File: src/pdfs_pkg.sv
// ----------------------------------------------------------------------------
// pdfs_pkg
// Types, constants and helper functions for the palette dither block.
// ----------------------------------------------------------------------------
package pdfs_pkg;

   localparam int DEF_MAX_COLORS = 256;
   localparam int DEF_MAX_WIDTH  = 4096;

   localparam logic [7:0] ALPHA_LIMIT = 8'd64;
   localparam logic [7:0] CHAN_MAX    = 8'd255;

   localparam logic [1:0] REG_WIDTH   = 2'd0;
   localparam logic [1:0] REG_HEIGHT  = 2'd1;
   localparam logic [1:0] REG_PALSIZE = 2'd2;
   localparam logic [1:0] REG_ALPHA   = 2'd3;

   localparam logic KIND_LOAD  = 1'b0;
   localparam logic KIND_PIXEL = 1'b1;

   typedef struct packed {
      logic [12:0] image_width;
      logic [15:0] image_height;
      logic [8:0]  palette_size;
      logic        ignore_alpha;
      logic        restart;
   } cfg_type;

   typedef struct packed {
      logic capture;
      logic load;
      logic mix;
      logic issue;
      logic finish;
   } ctrl_cmd_type;

   typedef struct packed {
      logic kind;
      logic skip;
      logic last_issue;
      logic pipe_busy;
      logic out_hold;
   } dp_status_type;

   typedef enum logic [2:0] {
      ST_IDLE,
      ST_DECODE,
      ST_MIX,
      ST_SEARCH,
      ST_DRAIN,
      ST_FINISH
   } state_type;

   // add a signed term to a channel value and clamp to 0..255
   function automatic logic [7:0] clamp_add(input logic [7:0] v, input logic signed [8:0] t);
      logic signed [9:0] s;
      s = $signed({2'b00, v}) + $signed({t[8], t});
      if (s > $signed({2'b00, CHAN_MAX})) return CHAN_MAX;
      if (s < 0) return 8'd0;
      return s[7:0];
   endfunction

   // floor(k * e / 16)
   function automatic logic signed [8:0] share(input logic [2:0] k, input logic signed [8:0] e);
      logic signed [12:0] p;
      p = $signed({{4{e[8]}}, e}) * $signed({10'b0, k});
      return p[12:4];
   endfunction

endpackage

File: src/pdfs_ctrl.sv
// ----------------------------------------------------------------------------
// pdfs_ctrl
// Sequencer: decode, then palette load or mix, search, drain and finish.
// ----------------------------------------------------------------------------
module pdfs_ctrl import pdfs_pkg::*; (
   input  logic          clock,
   input  logic          reset,
   input  logic          req_valid,
   output logic          req_stall,
   input  dp_status_type status,
   output ctrl_cmd_type  cmd
);

   state_type state_ff, state_in;

   always_ff @(posedge clock) begin
      if (reset) state_ff <= ST_IDLE;
      else       state_ff <= state_in;
   end

   always_comb begin
      state_in  = state_ff;
      cmd       = '0;
      req_stall = 1'b1;
      case (state_ff)
         ST_IDLE: begin
            req_stall = 1'b0;
            if (req_valid) begin
               cmd.capture = 1'b1;
               state_in    = ST_DECODE;
            end
         end
         ST_DECODE: begin
            if (status.kind == KIND_LOAD) begin
               cmd.load = 1'b1;
               state_in = ST_IDLE;
            end else begin
               state_in = ST_MIX;
            end
         end
         ST_MIX: begin
            cmd.mix  = 1'b1;
            state_in = status.skip ? ST_FINISH : ST_SEARCH;
         end
         ST_SEARCH: begin
            cmd.issue = 1'b1;
            if (status.last_issue) state_in = ST_DRAIN;
         end
         ST_DRAIN: begin
            if (!status.pipe_busy) state_in = ST_FINISH;
         end
         ST_FINISH: begin
            if (!status.out_hold) begin
               cmd.finish = 1'b1;
               state_in   = ST_IDLE;
            end
         end
         default: state_in = ST_IDLE;
      endcase
   end

endmodule

File: config.mk
export PLATFORM = sky130hd
export DESIGN_NAME = pdfs_ctrl
export DESIGN_NICKNAME = d
export VERILOG_FILES = /design/src/pdfs_pkg.sv /design/src/pdfs_ctrl.sv
export SDC_FILE = /design/constraint.sdc
export NUM_CORES = 1
export LEC_CHECK = 0
export BUFFER_PORTS_ARGS = -buffer_cell sky130_fd_sc_hd__buf_2
export CAP_MARGIN = 20
export CORE_AREA = 3 3 40 42
export CTS_CLUSTER_DIAMETER = 150
export DETAILED_ROUTE_END_ITERATION = 8
export DIE_AREA = 0 0 43 45
export PLACE_DENSITY = 0.51
export SKIP_CTS_REPAIR_TIMING = 1
export SLEW_MARGIN = 20
export SYNTH_ARGS = -nofsm -noshare
export SYNTH_HDL_FRONTEND = slang
export SYNTH_SLANG_ARGS = --single-unit
File: constraint.sdc
create_clock -name clock -period 3.4 [get_ports clock]
set_input_delay 0.34 -clock clock [delete_from_list [all_inputs] [get_ports clock]]
set_output_delay 0.34 -clock clock [all_outputs]
set_load 0.01 [all_outputs]
Word-level counts from Yosys, hierarchy flattened
Index checks and enable logic that the tools add are counted.
Widths: inputs -> output; s select.
{ "word_totals": {"reg_bits": 3, "input_bits": 8, "output_inout_bits": 6, "wordCells": 28} }
{ "op_classes": {"eq_ne": 9, "n_mux": 16, "reduce_logical": 2} }
{ "op_table": {"columns": ["op", "n"], "rows": [
  ["$pmux 3 s6", 1],
  ["$mux 3", 5],
  ["$mux 1", 9],
  ["$ne 2x2->1 const B", 4],
  ["$eq 3x2->1 const B", 2],
  ["$eq 3x3->1 const B", 2],
  ["$reduce_and 4->1", 1],
  ["$eq 3x1->1 const B", 1],
  ["$logic_not 3->1", 1],
  ["$mux 2", 1]
]} }

Logic depth before layout (Yosys ltp)
{ "depth": {"depth_word": 3, "ltp_mapped": 4, "mapped_depth_nobuf": 3} }

Worst setup path before layout
No wires, ideal clock.
{ "synth_path": {"path_kind": "register -> output", "from": "register state_ff[1]", "to": "output cmd[4] (netlist name)", "arrival_ns": 1.117, "t_required_ns": 3.060, "path_slack_ns": 1.943, "path_stages_with_launch": 4, "path_buffers": 1, "cell_sequence": "dfxtp_1 -> buf_2 -> or3_2 -> nor2_1"} }
{ "synth_lines": {"columns": ["item", "line_no", "source"], "rows": [
  ["from (decl)", "pdfs_ctrl.sv:14", "state_type state_ff, state_in;"],
  ["from (signal assigned)", "pdfs_ctrl.sv:18", "else state_ff <= state_in;"],
  ["to (decl)", "pdfs_ctrl.sv:11", "output ctrl_cmd_type cmd"]
]} }

==> out/results.txt <==
Skew-Pair Late Insertion Delay - 0.24 ns
initial antenna violation count - 0
RSZ-0062 raised after global routing - false
Final Cycle Share - 49.79%
Peak VDD IR - 0.2742 mV
pin count of the biggest net entering global routing - 13
Setup crit end kind - primary output
root buf cell - clkbuf_4
FF-to-FF path depth - 3
Initial Util - 19.38%
Critical Path Start Type - flip-flop
worst hold slack - 0.3441 ns
commonest non-fill, non-tap cells in the layout - 13 x buf_2, 4 x nor2_1, 3 x inv_1, 3 x clkbuf_4, 3 x dfxtp_1
asr flop ratio synth - 0%
EDFF count, synth - 0
worst hold path class - input port to flip-flop
Crit path required time - 3.06 ns
Synth top area share - 24.12%
worst setup margin - 1.707 ns
die width - 43 um
CTS max path bufs - 2
CTS H-Tree Depth - 1
Final Hold Fails - 0
total design power - 0.1931 mW
hold depth - 2
Routed WL - 661 um
Multi-input gate area - 161.4 sq um
first-pass GRT wire length - 1.007 mm
flop2flop setup slack - 1.97 ns
critical path class - flip-flop to primary output
Post-Syn Area per Cell - 8.032 sq um
drt wl/cell - 10.84 um
clk slew on worst S/H paths - 0.04 ns
core box area - 1285 sq um
Slew Viols, Final - 0
TNS Setup - 0 ns
Yosys warning count - 0
initial DRC count - 0
# nets final - 55
antenna cells - 0
min Tclk post-route - 1.693 ns
Worst Hold Endpoint - state_ff[2]$_SDFFE_PP0P_
Worst R2R Start - state_ff[0]$_SDFFE_PP0P_
Reg with most FFs - state_ff
vias in the first global route - 233
TritonCTS clock tree - built
max-cap check violation count - 0
Routed Antenna Nets - 0
PortBufs - 13
Sequential cell area - 60.06 sq um
post-DR vias/cell - 4.541
register area share after synthesis - 24.12%
DP HPWL - 470.3 um
Worst Tran Pin Value - 0.3835 ns
#FFs+latches synth - 3
top cells by area, synth - dfxtp_1 24%, nor2_1 6.0%, nand2b_1 5.0%, buf_6 4.5%, inv_1 4.5%
Final Non-Filler Cells - 61
GRT overflow - 0
DIE AREA - 1935 sq um
status - completed
Fin Clk Skew - 0.003661 ns
final setup violating endpoints - 0
total I/O pin count - 14
worst rel slew slack - 73.77%
DRC viols - 0
top cell type by total area after synthesis - dfxtp_1
clk sinks - 3
Fill cells - 154
Power Density - 563.1 nW/um^2
via count - 277
CP Data Arrival Time - 1.35 ns
P&R area growth vs syn - 37.69%
Row Count - 13
worst r2r dst - state_ff[0]$_SDFFE_PP0P_
CTS Buf Count - 3
hold path startpoint - reset
ratio of cells with drive above 1 in the final layout - 45.65%
Syn Nets - 39
maximum net fanout on the critical path - 10
total track usage - 7.488%
mapped cell area - 249.0 sq um
f_max - 590.7 MHz
Cells after DPL - 57
number of flip-flops under the largest register name - 3
gpl congestion - 0.7519
top flop regs - state_ff (3)
LEAKAGE - 0.1689 nW
pre-CTS WS - 1.968 ns
drt first pass iters - 1
most common cell after layout, fill and taps aside - buf_2
Crit. Startpoint - state_ff[2]$_SDFFE_PP0P_
Primary FF master, synth - dfxtp_1
die height - 45 um
distinct cell type count after synthesis - 22
post-synthesis cell count - 31
## kinds of logic after synthesis
group,after synthesis,share of synthesized area [%]
flip-flops,3,24.12
buffers and inverters,5,11.05
AO/OA/AOI/OAI,5,13.06
AND/OR/NAND/NOR,17,47.74
multiplexers,1,4.020
## critical path, stage by stage, from the launching register on
cell	delay, ns
dfxtp_1	0.39
or3_2	0.51
nor2_1	0.09
buf_2	0.13
## metrics by stage
step,util (%),cell area (sq um)
after global routing,26.68,342.8
after global placement,24.63,316.6
after CTS,26.68,342.8
after floorplan,-,249.0
after detailed placement,24.63,316.6
final,26.68,342.8
## cell type report
class	count	area share, %
multi-input cells	23	47.08
clock buffers	4	7.664
well taps	15	5.474
flip-flops and latches	3	17.52
inverters	3	3.285
repair buffers	13	18.98
## routing by layer
metal	vias to the layer above	wire [um]	track usage (%)
met3	2	68	4.781
li1	141	-	-
met1	121	321	10.10
met4	0	13	5.422
met5	-	0	0
met2	13	257	8.084
## Yosys cell counts (all sizes together) (2+ instances only)
cell,number
nor2,5
dfxtp,3
inv,3
a21oi,2
buf,2
nand2b,2
## power by group
part           internal (mW)  total [mW]  switching (mW)
sequential            0.0423      0.0608          0.0185
combinational         0.0355      0.0664          0.0309
clock                 0.0442      0.0659          0.0217
## how the worst max path moves through the flow
stage                   to  slack, ns  cells past startpoint
global placement    cmd[4]       1.98                      3
finish              cmd[4]       1.71                      3
floorplan           cmd[4]       1.94                      3
detailed placement  cmd[4]       1.97                      3
global route        cmd[4]       1.65                      3
CTS                 cmd[4]       1.69                      3
No activity file was read; power rests on OpenSTA's default activity.
