`src/pdfs_pkg.sv`:
```
// ----------------------------------------------------------------------------
// pdfs_pkg
// Types, constants and helper functions for the palette dither block.
// ----------------------------------------------------------------------------
package pdfs_pkg;

   localparam int DEF_MAX_COLORS = 256;
   localparam int DEF_MAX_WIDTH  = 4096;

   localparam logic [7:0] ALPHA_LIMIT = 8'd64;
   localparam logic [7:0] CHAN_MAX    = 8'd255;

   localparam logic [1:0] REG_WIDTH   = 2'd0;
   localparam logic [1:0] REG_HEIGHT  = 2'd1;
   localparam logic [1:0] REG_PALSIZE = 2'd2;
   localparam logic [1:0] REG_ALPHA   = 2'd3;

   localparam logic KIND_LOAD  = 1'b0;
   localparam logic KIND_PIXEL = 1'b1;

   typedef struct packed {
      logic [12:0] image_width;
      logic [15:0] image_height;
      logic [8:0]  palette_size;
      logic        ignore_alpha;
      logic        restart;
   } cfg_type;

   typedef struct packed {
      logic capture;
      logic load;
      logic mix;
      logic issue;
      logic finish;
   } ctrl_cmd_type;

   typedef struct packed {
      logic kind;
      logic skip;
      logic last_issue;
      logic pipe_busy;
      logic out_hold;
   } dp_status_type;

   typedef enum logic [2:0] {
      ST_IDLE,
      ST_DECODE,
      ST_MIX,
      ST_SEARCH,
      ST_DRAIN,
      ST_FINISH
   } state_type;

   // add a signed term to a channel value and clamp to 0..255
   function automatic logic [7:0] clamp_add(input logic [7:0] v, input logic signed [8:0] t);
      logic signed [9:0] s;
      s = $signed({2'b00, v}) + $signed({t[8], t});
      if (s > $signed({2'b00, CHAN_MAX})) return CHAN_MAX;
      if (s < 0) return 8'd0;
      return s[7:0];
   endfunction

   // floor(k * e / 16)
   function automatic logic signed [8:0] share(input logic [2:0] k, input logic signed [8:0] e);
      logic signed [12:0] p;
      p = $signed({{4{e[8]}}, e}) * $signed({10'b0, k});
      return p[12:4];
   endfunction

endpackage

```
`src/pdfs_csr.sv`:
```
// ----------------------------------------------------------------------------
// pdfs_csr
// Configuration registers behind the APB-style port.
// ----------------------------------------------------------------------------
module pdfs_csr import pdfs_pkg::*; (
   input  logic        clock,
   input  logic        reset,
   input  logic        psel,
   input  logic        penable,
   input  logic        pwrite,
   input  logic [3:0]  paddr,
   input  logic [31:0] pwdata,
   output logic [31:0] prdata,
   output cfg_type     cfg
);

   logic [12:0] width_ff;
   logic [15:0] height_ff;
   logic [8:0]  palsize_ff;
   logic        alpha_ff;
   logic        restart_ff;
   logic        wr;

   assign wr = psel && penable && pwrite;

   always_ff @(posedge clock) begin
      if (reset) begin
         width_ff   <= 13'd128;
         height_ff  <= 16'd128;
         palsize_ff <= 9'd0;
         alpha_ff   <= 1'b0;
         restart_ff <= 1'b0;
      end else begin
         restart_ff <= 1'b0;
         if (wr) begin
            case (paddr[3:2])
               REG_WIDTH: begin
                  width_ff   <= pwdata[12:0];
                  restart_ff <= 1'b1;
               end
               REG_HEIGHT: begin
                  height_ff  <= pwdata[15:0];
                  restart_ff <= 1'b1;
               end
               REG_PALSIZE: palsize_ff <= pwdata[8:0];
               REG_ALPHA:   alpha_ff   <= pwdata[0];
               default: ;
            endcase
         end
      end
   end

   always_comb begin
      case (paddr[3:2])
         REG_WIDTH:   prdata = {19'b0, width_ff};
         REG_HEIGHT:  prdata = {16'b0, height_ff};
         REG_PALSIZE: prdata = {23'b0, palsize_ff};
         REG_ALPHA:   prdata = {31'b0, alpha_ff};
         default:     prdata = 32'b0;
      endcase
   end

   assign cfg.image_width  = width_ff;
   assign cfg.image_height = height_ff;
   assign cfg.palette_size = palsize_ff;
   assign cfg.ignore_alpha = alpha_ff;
   assign cfg.restart      = restart_ff;

endmodule

```
`config.mk`:
```
export PLATFORM = sky130hd
export DESIGN_NAME = pdfs_csr
export DESIGN_NICKNAME = d
export VERILOG_FILES = /design/src/pdfs_pkg.sv /design/src/pdfs_csr.sv
export SDC_FILE = /design/constraint.sdc
export NUM_CORES = 1
export LEC_CHECK = 0
export BUFFER_PORTS_ARGS = -buffer_cell sky130_fd_sc_hd__buf_2
export CAP_MARGIN = 20
export CORE_ASPECT_RATIO = 0.7
export CORE_MARGIN = 2
export CORE_UTILIZATION = 45
export CTS_BUF_LIST = sky130_fd_sc_hd__clkbuf_4 sky130_fd_sc_hd__clkbuf_8 sky130_fd_sc_hd__clkbuf_16
export DETAILED_ROUTE_END_ITERATION = 10
export HOLD_SLACK_MARGIN = 0.05
export PLACE_DENSITY_LB_ADDON = 0.25
export SETUP_SLACK_MARGIN = 0.15
export SLEW_MARGIN = 40
export SYNTH_ARGS = -nofsm -noshare
export SYNTH_HDL_FRONTEND = slang
export SYNTH_SLANG_ARGS = --single-unit
export TNS_END_PERCENT = 50
```
`constraint.sdc`:
```
create_clock -name clock -period 1.35 [get_ports clock]
set_input_delay 0.2025 -clock clock [delete_from_list [all_inputs] [get_ports clock]]
set_output_delay 0.2025 -clock clock [all_outputs]
set_load 0.02 [all_outputs]
```
# Word-level counts from Yosys, hierarchy flattened
# Index checks and enable logic that the tools add are counted.
totals:
  regBits: 40
  output_inout_bits: 72
  wordCells: 20
op_classes:
  eq_ne: 3
  n_mux: 2
  bitwise_logic: 1
  n_reduce_logical: 9
op_table:
  columns: ["cell", "count"]
  rows:
  - ["case mux 32 bit (4 select lines)", 1]
  - ["AND reduction 2 bit", 4]
  - ["== test 2 bit (second input constant)", 2]
  - ["OR reduction 2 bit", 2]
  - ["== test 2 x 1 -> 1 bit (second input constant)", 1]
  - ["logical AND 1 bit", 2]
  - ["zero test 2 bit", 1]
  - ["2-to-1 mux 1 bit", 1]
  - ["inverter 1 bit", 1]

# Logic depth before layout (Yosys ltp)
logic_depth:
  word_depth: 4
  ltp_mapped: 7

# Worst setup path before layout
# No wires, ideal clock.
synth_path:
  kind: "in2out"
  from: "input paddr[3]"
  to: "output prdata[1]"
  arrival_time_ps: 1128
  required_ps: 1148
  setup_slack_ps: 19
  cell_stages: 4
  path_cell_list: "buf_6 > buf_2 > mux2i_1 > o21ai_0"
synth_between:
  elab_chain_cells: 2
  word_cells_on_any_way: 5
  cone_classes: "3 x eq/ne; 1 x mux; 1 x reduce/logical"
synth_lines:
  columns: ["item", "line_no", "rtl"]
  rows:
  - ["start: declaration", "pdfs_csr.sv:11", "input logic [3:0] paddr,"]
  - ["== test 2 bit (tied with other cells)", "pdfs_csr.sv:54", "case (paddr[3:2])"]
  - ["case mux 32 bit (4 select lines) (*)", "pdfs_csr.sv:54", null]
  - ["end: declaration", "pdfs_csr.sv:13", "output logic [31:0] prdata,"]
# Every way passes the cells marked *; elsewhere a longest branch is shown, timed or not. The select of a mux whose other input is x is not followed.

# Final worst setup path
layout_path:
  from: "register width_ff[0]"
  to: "output prdata[0]"
layout_between:
  elab_chain_cells: 1
layout_lines:
  columns: ["item", "line_no", "rtl"]
  rows:
  - ["start: declaration", "pdfs_csr.sv:17", "logic [12:0] width_ff;"]
  - ["start signal: assignment", "pdfs_csr.sv:38", "width_ff <= pwdata[12:0];"]
  - ["case mux 32 bit (4 select lines)", "pdfs_csr.sv:54", null]
# No other way between the ends. The select of a mux whose other input is x is not followed.

==> run_results.csv <==
group,metric,value,unit
run_status,outcome,"complete, but fails checks",
run_status,violations,"design-rule violations, negative setup slack",
synthesis,synth_fa_ha_area_share,0,%
timing,setup_viol,1,
synthesis,yosys.area.top_type,"dfxtp_1",
critical_path,cp_data_arrival_time,1.22,ns
route,dr_wl_met3,377,um
power,total_power,2270,uW
route,drt-vias-per-instance,4.76,
timing,layout_min_cycle_time,1.42,ns
floorplan,rows,20,
critical_path,cp-start-kind,"flip-flop",
critical_path,path_cells,"mux4_2 > buf_6",
critical_path,path_buf_inv,1,
clocking,root_buffer,"clkbuf_8",
synthesis,synth_top_family_by_area,"multiplexers",
floorplan,core_area,4430,sq um
route,num_vias,1685,
final_layout,final_area,2690,sq um
final_layout,multi_input_area,1110,sq um
route,route.detailed.drc,6,
critical_path,worstPathMaxFanout,3,
floorplan,ios,113,
route,routedWlPerCell,13.4,um
route,top_layer_used,"met4",
route,ant_nets,0,
route,finalWirelength,4760,um
timing,hold_violations,0,
floorplan,die_area,5250,sq um
route,wl_met2,2090,um
power,max-vdd-ir-drop,0.000396,V
synthesis,ys_seq_elements,40,
synthesis,synthCells,217,
synthesis,syn_avg_cell_area,9.70,sq um
synthesis,synth_area,2110,sq um
grt,grt-ovfl-total,0,
route,dr.pass1.iters,7,
critical_path,worst-r2r-setup-slack,0.59,ns
placed_design,dp.cells,341,
floorplan,chipHeight,61.2,um
placed_design,hpwl,3290,um
route,wl_met1,2250,um
timing,finClkSkew,0,ns
floorplan,start_util,47.5,%
clocking,clockBufferDepth,2,
critical_path,worstPathRequired,1.15,ns
critical_path,critPathKind,"reg2out",
grt,grt_pass1_wl,7470,um
timing,min_period_over_period,105,%
critical_path,critical_path.slowest_cell,"mux4_2",
synthesis,yosysSeqAreaShare,38.0,%
route,first_iter_violations,67,
final_layout,fillers,405,
final_layout,final_cells,354,
final_layout,syn2layout_area_growth,27.9,%
clocking,htreeDepth,2,
hold_path,hp-class,"in2reg",
final_layout,drive_above_1_share,47.2,%
final_layout,final_nets,340,
run,drv_cap,0,
final_layout,regArea,835,sq um
critical_path,cpPeakStageDelay,0.46,ns
placed_design,gp_congestion,0.733,
synthesis,synth_xor_area_share,0,%
timing,fmax,703,MHz
grt,grt_start_max_net_pins,55,
placed_design,io_buffers,78,
synthesis,synthTopCellsByArea,"dfxtp_1, mux2i_1, nand2b_1, buf_4, buf_6",
grt,grt_pass1_vias,1554,
clocking,clock_sinks,40,
synthesis,yosys_warnings,0,
clocking,cts_buffers,5,
clocking,tritoncts,"built",
grt,grt.total_usage,18.8,%
floorplan,die_width,85.8,um
synthesis,yosys.area_share.simple,21.2,%
placed_design,placed_cell_area,2460,sq um
synthesis,synthMuxAreaShare,23.4,%
clocking,clk_pin_slew,0.07,ns
timing,setup_slack,-0.0729,ns
critical_path,path_delay_family,"multiplexers",
power,power_per_cell_area,844,nW/um^2
grt,antenna_found_initial,1,
clocking,clk_latency,0.28,ns
power,p_leak,0.00139,uW
synthesis,synth_compound_area_share,4.52,%
clocking,holdBufCountCts,0,
timing,slew_viol_final,0,
synthesis,synth.distinct_cells,24,
synthesis,synth_top_area_share,38.0,%
final_layout,fin_util,60.8,%
final_layout,insertedDiodeCount,0,
timing,rsz0062_at_grt,"true",
critical_path,endpoint_kind,"output port",
[logic make-up after synthesis]
| kind of cell | Yosys count |
|---|---|
| multiplexers | 48 |
| flip-flops | 40 |
| buffers and inverters | 36 |
| AND/OR/NAND/NOR | 76 |
| AO/OA/AOI/OAI | 16 |
| other | 1 |
[worst register-to-register path, stage by stage (launching register included)]
cell and delay (ns):
dfxtp_1 0.35, a21bo_2 0.22, a21oi_1 0.12
[path summary, 6_finish.rpt]
path | end | cells after the start | from
setup reg to reg | height_ff[13]$_SDFFE_PP0P_ | 2 | height_ff[13]$_SDFFE_PP0P_
setup / recovery | prdata[0] | 2 | width_ff[0]$_SDFFE_PP0P_
hold / removal | height_ff[15]$_SDFFE_PP0P_ | 3 | pwdata[15]
hold reg to reg | height_ff[11]$_SDFFE_PP0P_ | 2 | height_ff[11]$_SDFFE_PP0P_
[where the power goes]
part | switching (uW) | internal, uW
logic | 182 | 131
registers | 10.7 | 1200
clock network | 384 | 371
total | 576 | 1700
[cells in the mapped netlist]
cell type,number
nor3_1,1
or3_4,1
conb_1,1
mux4_2,1
dfxtp_1,40
nand3b_1,1
a21oi_1,4
buf_6,6
nand2_1,9
clkbuf_1,8
buf_12,1
mux2i_1,47
and3_1,1
and2_4,1
nor2b_4,1
and2_1,3
nand3_1,4
a21bo_2,3
nand2b_1,46
nand4_1,1
buf_4,18
o21ai_0,9
nor2_1,7
buf_2,3
[state kept, by name, summed over array words and instances (netlist names)]
signal and count:
width_ff 13, height_ff 16, palsize_ff 9, alpha_ff 1
restart_ff 1
[stage by stage]
step	setup WS, ns	setup TNS, ns	hold slack, ns
6_report	-0.0729	-0.0729	0.160
5_1_grt	-0.107	-0.107	0.158
4_1_cts	-0.0857	-0.0857	0.158
3_5_place_dp	0.0618	0	0.464
3_3_place_gp	0.0663	0	0.460
2_1_floorplan	0.0977	0	0.350
[cell usage in the layout, fill, tap and decap left out]
master,count
nand4_1,1
buf_6,7
o21ai_0,1
nand3_1,4
or3_4,1
nor2_1,7
dfxtp_2,27
mux4_2,1
a21oi_1,4
mux2i_1,46
buf_2,63
buf_4,25
clkbuf_4,1
nor3_1,1
nand3b_1,1
nor2b_4,1
mux2i_2,1
clkinv_2,1
dfxtp_1,13
and2_4,2
and3_1,1
nand2b_1,46
a21bo_2,3
buf_12,1
and2_1,2
o21ai_2,2
clkbuf_8,5
o21ai_1,6
nand2_1,9
conb_1,16
[repair_timing]
action | in CTS | in global routing
setup buffers | 6 | 0
gates resized for setup | 28 | 23
cloned | 0 | 0
endpoints found under the setup margin | 12 | 14
pin swaps | 0 | 7
[layout make-up]
type,instances,area share [%]
Clock buffer,6,2.83
Clock inverter,1,0.186
Tap cell,55,2.55
Sequential cell,40,31.0
Multi-Input combinational cell,156,41.1
Timing Repair Buffer,96,22.3
[metal layers]
layer	global-route usage [%]	vias to the layer above
li1	-	845
met1	24.9	776
met2	30.5	59
met3	5.76	5
met4	5.44	0
met5	0	-
Power figures use the tool's default switching activity.
